File: src/stpars_pkg.sv
// Shared types and constants for the segment tree range sum block.
package stpars_pkg;

  localparam int VAL_W = 64;
  localparam int POS_W = 10;
  localparam int LEN_CFG_W = 11;
  localparam int LEN_RESET = 1024;

  localparam logic OP_ASSIGN = 1'b0;
  localparam logic OP_QUERY  = 1'b1;

  localparam logic STATUS_OK  = 1'b0;
  localparam logic STATUS_OOB = 1'b1;

  typedef enum logic [2:0] {
    ST_CLEAR,
    ST_IDLE,
    ST_UPD,
    ST_QRY,
    ST_DRAIN,
    ST_FINISH
  } state_e;

  // Commands from the controller to the datapath.
  typedef struct packed {
    logic accept;
    logic clr_run;
    logic upd_step;
    logic qry_step;
    logic acc_add;
    logic load_result;
  } cmd_t;

  // Status from the datapath to the controller.
  typedef struct packed {
    logic in_oob;
    logic clr_last;
    logic upd_last;
    logic qry_done;
  } sts_t;

endpackage

File: src/stpars_ctrl.sv
// Controller state machine that sequences clearing, updates, queries and results.
module stpars_ctrl import stpars_pkg::*; (
  input  logic clk_i,
  input  logic rst_ni,
  input  logic cfg_we_i,
  input  logic in_valid_i,
  input  logic op_i,
  input  logic out_stall_i,
  input  sts_t sts_i,
  output cmd_t cmd_o,
  output logic in_stall_o,
  output logic out_valid_o
);

  state_e state_q, state_d;
  logic   out_valid_q, out_valid_d;

  always_ff @(posedge clk_i or negedge rst_ni) begin
    if (!rst_ni) begin
      state_q     <= ST_CLEAR;
      out_valid_q <= 1'b0;
    end else begin
      state_q     <= state_d;
      out_valid_q <= out_valid_d;
    end
  end

  always_comb begin
    state_d = state_q;
    cmd_o   = '0;
    unique case (state_q)
      ST_CLEAR: begin
        cmd_o.clr_run = 1'b1;
        if (sts_i.clr_last) begin
          state_d = ST_IDLE;
        end
      end
      ST_IDLE: begin
        if (in_valid_i) begin
          cmd_o.accept = 1'b1;
          if (op_i == OP_QUERY) begin
            state_d = ST_QRY;
          end else if (sts_i.in_oob) begin
            state_d = ST_FINISH;
          end else begin
            state_d = ST_UPD;
          end
        end
      end
      ST_UPD: begin
        cmd_o.upd_step = 1'b1;
        if (sts_i.upd_last) begin
          state_d = ST_FINISH;
        end
      end
      ST_QRY: begin
        cmd_o.qry_step = 1'b1;
        cmd_o.acc_add  = 1'b1;
        if (sts_i.qry_done) begin
          state_d = ST_DRAIN;
        end
      end
      ST_DRAIN: begin
        cmd_o.acc_add = 1'b1;
        state_d       = ST_FINISH;
      end
      ST_FINISH: begin
        if (!out_valid_q || !out_stall_i) begin
          cmd_o.load_result = 1'b1;
          state_d           = ST_IDLE;
        end
      end
      default: begin
        state_d = ST_CLEAR;
      end
    endcase

    // A length write reshapes the tree, so the store is swept again.
    if (cfg_we_i) begin
      state_d = ST_CLEAR;
    end

    priority if (cmd_o.load_result) begin
      out_valid_d = 1'b1;
    end else if (out_valid_q && !out_stall_i) begin
      out_valid_d = 1'b0;
    end else begin
      out_valid_d = out_valid_q;
    end
  end

  assign in_stall_o  = (state_q != ST_IDLE);
  assign out_valid_o = out_valid_q;

endmodule

File: config.mk
export PLATFORM = sky130hd
export DESIGN_NAME = stpars_ctrl
export DESIGN_NICKNAME = d
export VERILOG_FILES = /design/src/stpars_pkg.sv /design/src/stpars_ctrl.sv
export SDC_FILE = /design/constraint.sdc
export NUM_CORES = 1
export LEC_CHECK = 0
export BUFFER_PORTS_ARGS = -buffer_cell sky130_fd_sc_hd__buf_2
export CAP_MARGIN = 20
export CORE_AREA = 3 3 40 42
export DETAILED_ROUTE_END_ITERATION = 12
export DIE_AREA = 0 0 43 45
export PLACE_DENSITY = 0.5
export SLEW_MARGIN = 40
export SYNTH_ARGS = -nofsm -noshare
export SYNTH_HDL_FRONTEND = slang
export SYNTH_SLANG_ARGS = --single-unit
File: constraint.sdc
create_clock -name clk_i -period 3.35 [get_ports clk_i]
set_input_delay 0.1675 -clock clk_i [delete_from_list [all_inputs] [get_ports clk_i]]
set_output_delay 0.1675 -clock clk_i [all_outputs]
set_load 0.005 [all_outputs]
==> metrics.cfg <==
[floorplan]
num_io_pins = 18
core_area_um2 = 1280
die_y_um = 45
die_area_um2 = 1940
rows = 13
initial_core_util = 0.282
die_w_um = 43

[min_path]
hp-class = in2reg

[setup_path]
cp-start-kind = flip-flop
cp.arrival_ns = 1.41
r2r-end = state_q[2]
worstPathRequired_ns = 3.18
crit_path_end = cmd_o[5]
r2r_slack_ns = 1.84
worstRegToRegCells = 4
crit_path_max_fanout = 14
crit_path_end_kind = output pin
cp.depth = 3
critPathKind = reg2out
r2r_start = state_q[0]
crit_buf_inv = 1
critPathSlowestCell = dfrtp_1
crit_family = simple AND/OR/NAND/NOR gates
cp-startpoint = state_q[2]
max_stage_delay_ns = 0.51
crit_chain = or3b_4, nor2_4, buf_2

[timing]
fin_crit_sh = 0.472
setup_slack_ns = 1.77
fin_crit_ns = 1.58
max_slew_margin = 0.736
tightest_slew_ns = 0.396
maxSlewViolCount = 0
grt_setup_unrepaired = no
clock.fmax_mhz = 633
setup_viol_count_final = 0
hold_viol = 0
clock_skew_ns = 0.00207
tns_ns = 0

[route]
drt_iter0_drc = 6
first_pass_iters = 2
drt.antenna.violating_nets = 0
post_drt_wl_per_cell_um = 10.6
drc_errors = 0
wl_um = 807
dr_total_vias = 348
vias_per_cell = 4.58

[placement]
pre_cts_slack_ns = 1.84
place_congestion = 0.643
hpwl_um = 631
io_buffers = 17

[final_layout]
final_common_cell = buf_2
drive_gt1_frac = 0.426
fin_nets = 73
antenna_cells = 0
area_growth_pct = 27.2
layout_common_cells = buf_2 (17), nor2_1 (6), nand2_1 (4), dfrtp_1 (4)

[synth]
synth_cells = 44
synth_area_leader_cell = dfrtp_1
syn_nets = 54
synth.cell_area_um2 = 363
ys_types = 23
synthTopCellsByArea = dfrtp_1 (28%), buf_6 (6.2%), nor2_1 (6.2%), mux2i_1 (5.5%), nor3_1 (4.1%)
yosysWarnings = 0
ys_ff_latch = 4
yosysTopAreaCellShare = 0.276
synth_area_per_cell_um2 = 8.25
synth-seq-area-share = 0.276

[power_and_ir_drop]
intPower_w = 0.000125
sw_frac_of_total = 0.312
power_frac_comb = 0.312
clockPowerShare = 0.324
p_seq_frac = 0.364
p_per_area_nw_per_um2 = 392
p_leak_nw = 0.243
p_switching_w = 0.0000566
ir_worst_vdd_v = 0.000145

[clocking]
post_cts_buffers = 0
cts_made_buffers = 3
clock-sinks = 4
clkLatencyLatePin_ns = 0.23
tritoncts = yes
clock_path_buffers = 2
cts_root_buffer = clkbuf_4
ctsHtreeMaxLevel = 1
clk_pin_slew_worst_paths_ns = 0.04

[grt]
first_global_vias = 345
grt_pass1_wl_mm = 1.39
gr-total-overflow = 0
grt_start_max_net_pins = 15
antenna_found_initial = 0
grt_use_total = 0.0986

[run_status]
status = completed

[flow_run]
maxCapViolations = 0

## cells by family (layout without fill, tap and decap cells)
family / count (synthesis) / after routing / synth area share
buffers and inverters: 7 / 24 / 0.134
AO/OA/AOI/OAI: 9 / 9 / 0.183
multiplexers: 3 / 3 / 0.0862
AND/OR/NAND/NOR: 21 / 21 / 0.321
flip-flops: 4 / 4 / 0.276
## power by group through the flow
stage | combinational, W | clock, W | sequential (W)
2_1_floorplan | 0.0000496 | 0 | 0.0000574
3_3_place_gp | 0.0000576 | 0 | 0.0000664
3_5_place_dp | 0.0000567 | 0 | 0.0000663
4_1_cts | 0.0000578 | 0.0000622 | 0.0000657
5_1_grt | 0.0000644 | 0.0000674 | 0.0000672
6_report | 0.0000565 | 0.0000587 | 0.0000660
## metrics by stage
step                      hold slack, ns  cell area, um^2   util  power [W]  std cells
after global placement           -0.0249              429  0.334   0.000124         72
final                              0.138              462  0.359   0.000181         76
after global routing               0.125              462  0.359   0.000199         76
after floorplan                   -0.128              363      -   0.000107         44
after CTS                          0.130              462  0.359   0.000186         76
after detailed placement         -0.0241              429  0.334   0.000123         72
## registers in the layout, indices dropped and copies added, names as in the netlist
| name | count |
|---|---|
| out_valid_o | 1 |
| state_q | 3 |
## final cells by class
cell class	instances	area [um^2]
multi-input combinational	33	214
inverter	3	11.3
clock buffer	3	22.5
tap	15	18.8
sequential	4	100
timing repair buffer	18	95.1
fill	142	823
## per-layer routing
metal	track usage	wire (um)
met1	0.107	357
met2	0.162	411
met3	0.0319	39
met4	0.0723	0
met5	0	0
## synth_stat cells
cell,instances
or3b_4,1
and2_2,1
a311oi_1,1
buf_6,2
dfrtp_1,4
o211ai_1,1
nor2_1,6
nor3_1,3
o31a_1,1
a31oi_1,1
a21o_1,1
nor2b_1,2
nand2_1,4
mux2_2,1
mux2i_1,2
o21ai_2,1
nand2b_1,1
nand3b_1,2
inv_1,3
nor2_4,1
a21oi_1,2
a21oi_2,1
buf_4,2
## worst min-delay path by stage
stage | startpoint | end | slack, ns | cells after the start
finish | cfg_we_i | state_q[1] | 0.14 | 2
global route | cfg_we_i | state_q[1] | 0.13 | 2
CTS | cfg_we_i | state_q[1] | 0.13 | 2
detailed placement | rst_ni | out_valid_o | -0.02 | 1
global placement | rst_ni | out_valid_o | -0.02 | 1
floorplan | rst_ni | out_valid_o | -0.13 | 0
## worst reg2reg max path, delay by kind of cell (launching register included)
kind / cells / cell delay (ns)
AOI/OAI and AO/OA: 1 / 0.16
muxes: 2 / 0.58
and+or+nand+nor: 1 / 0.13
DFF: 1 / 0.51
## repair_timing
action,4_1_cts,5_1_grt
gates resized for setup,0,0
hold endpoints to repair,4,0
hold buffers,1,0
Power figures use the tool's default switching activity.
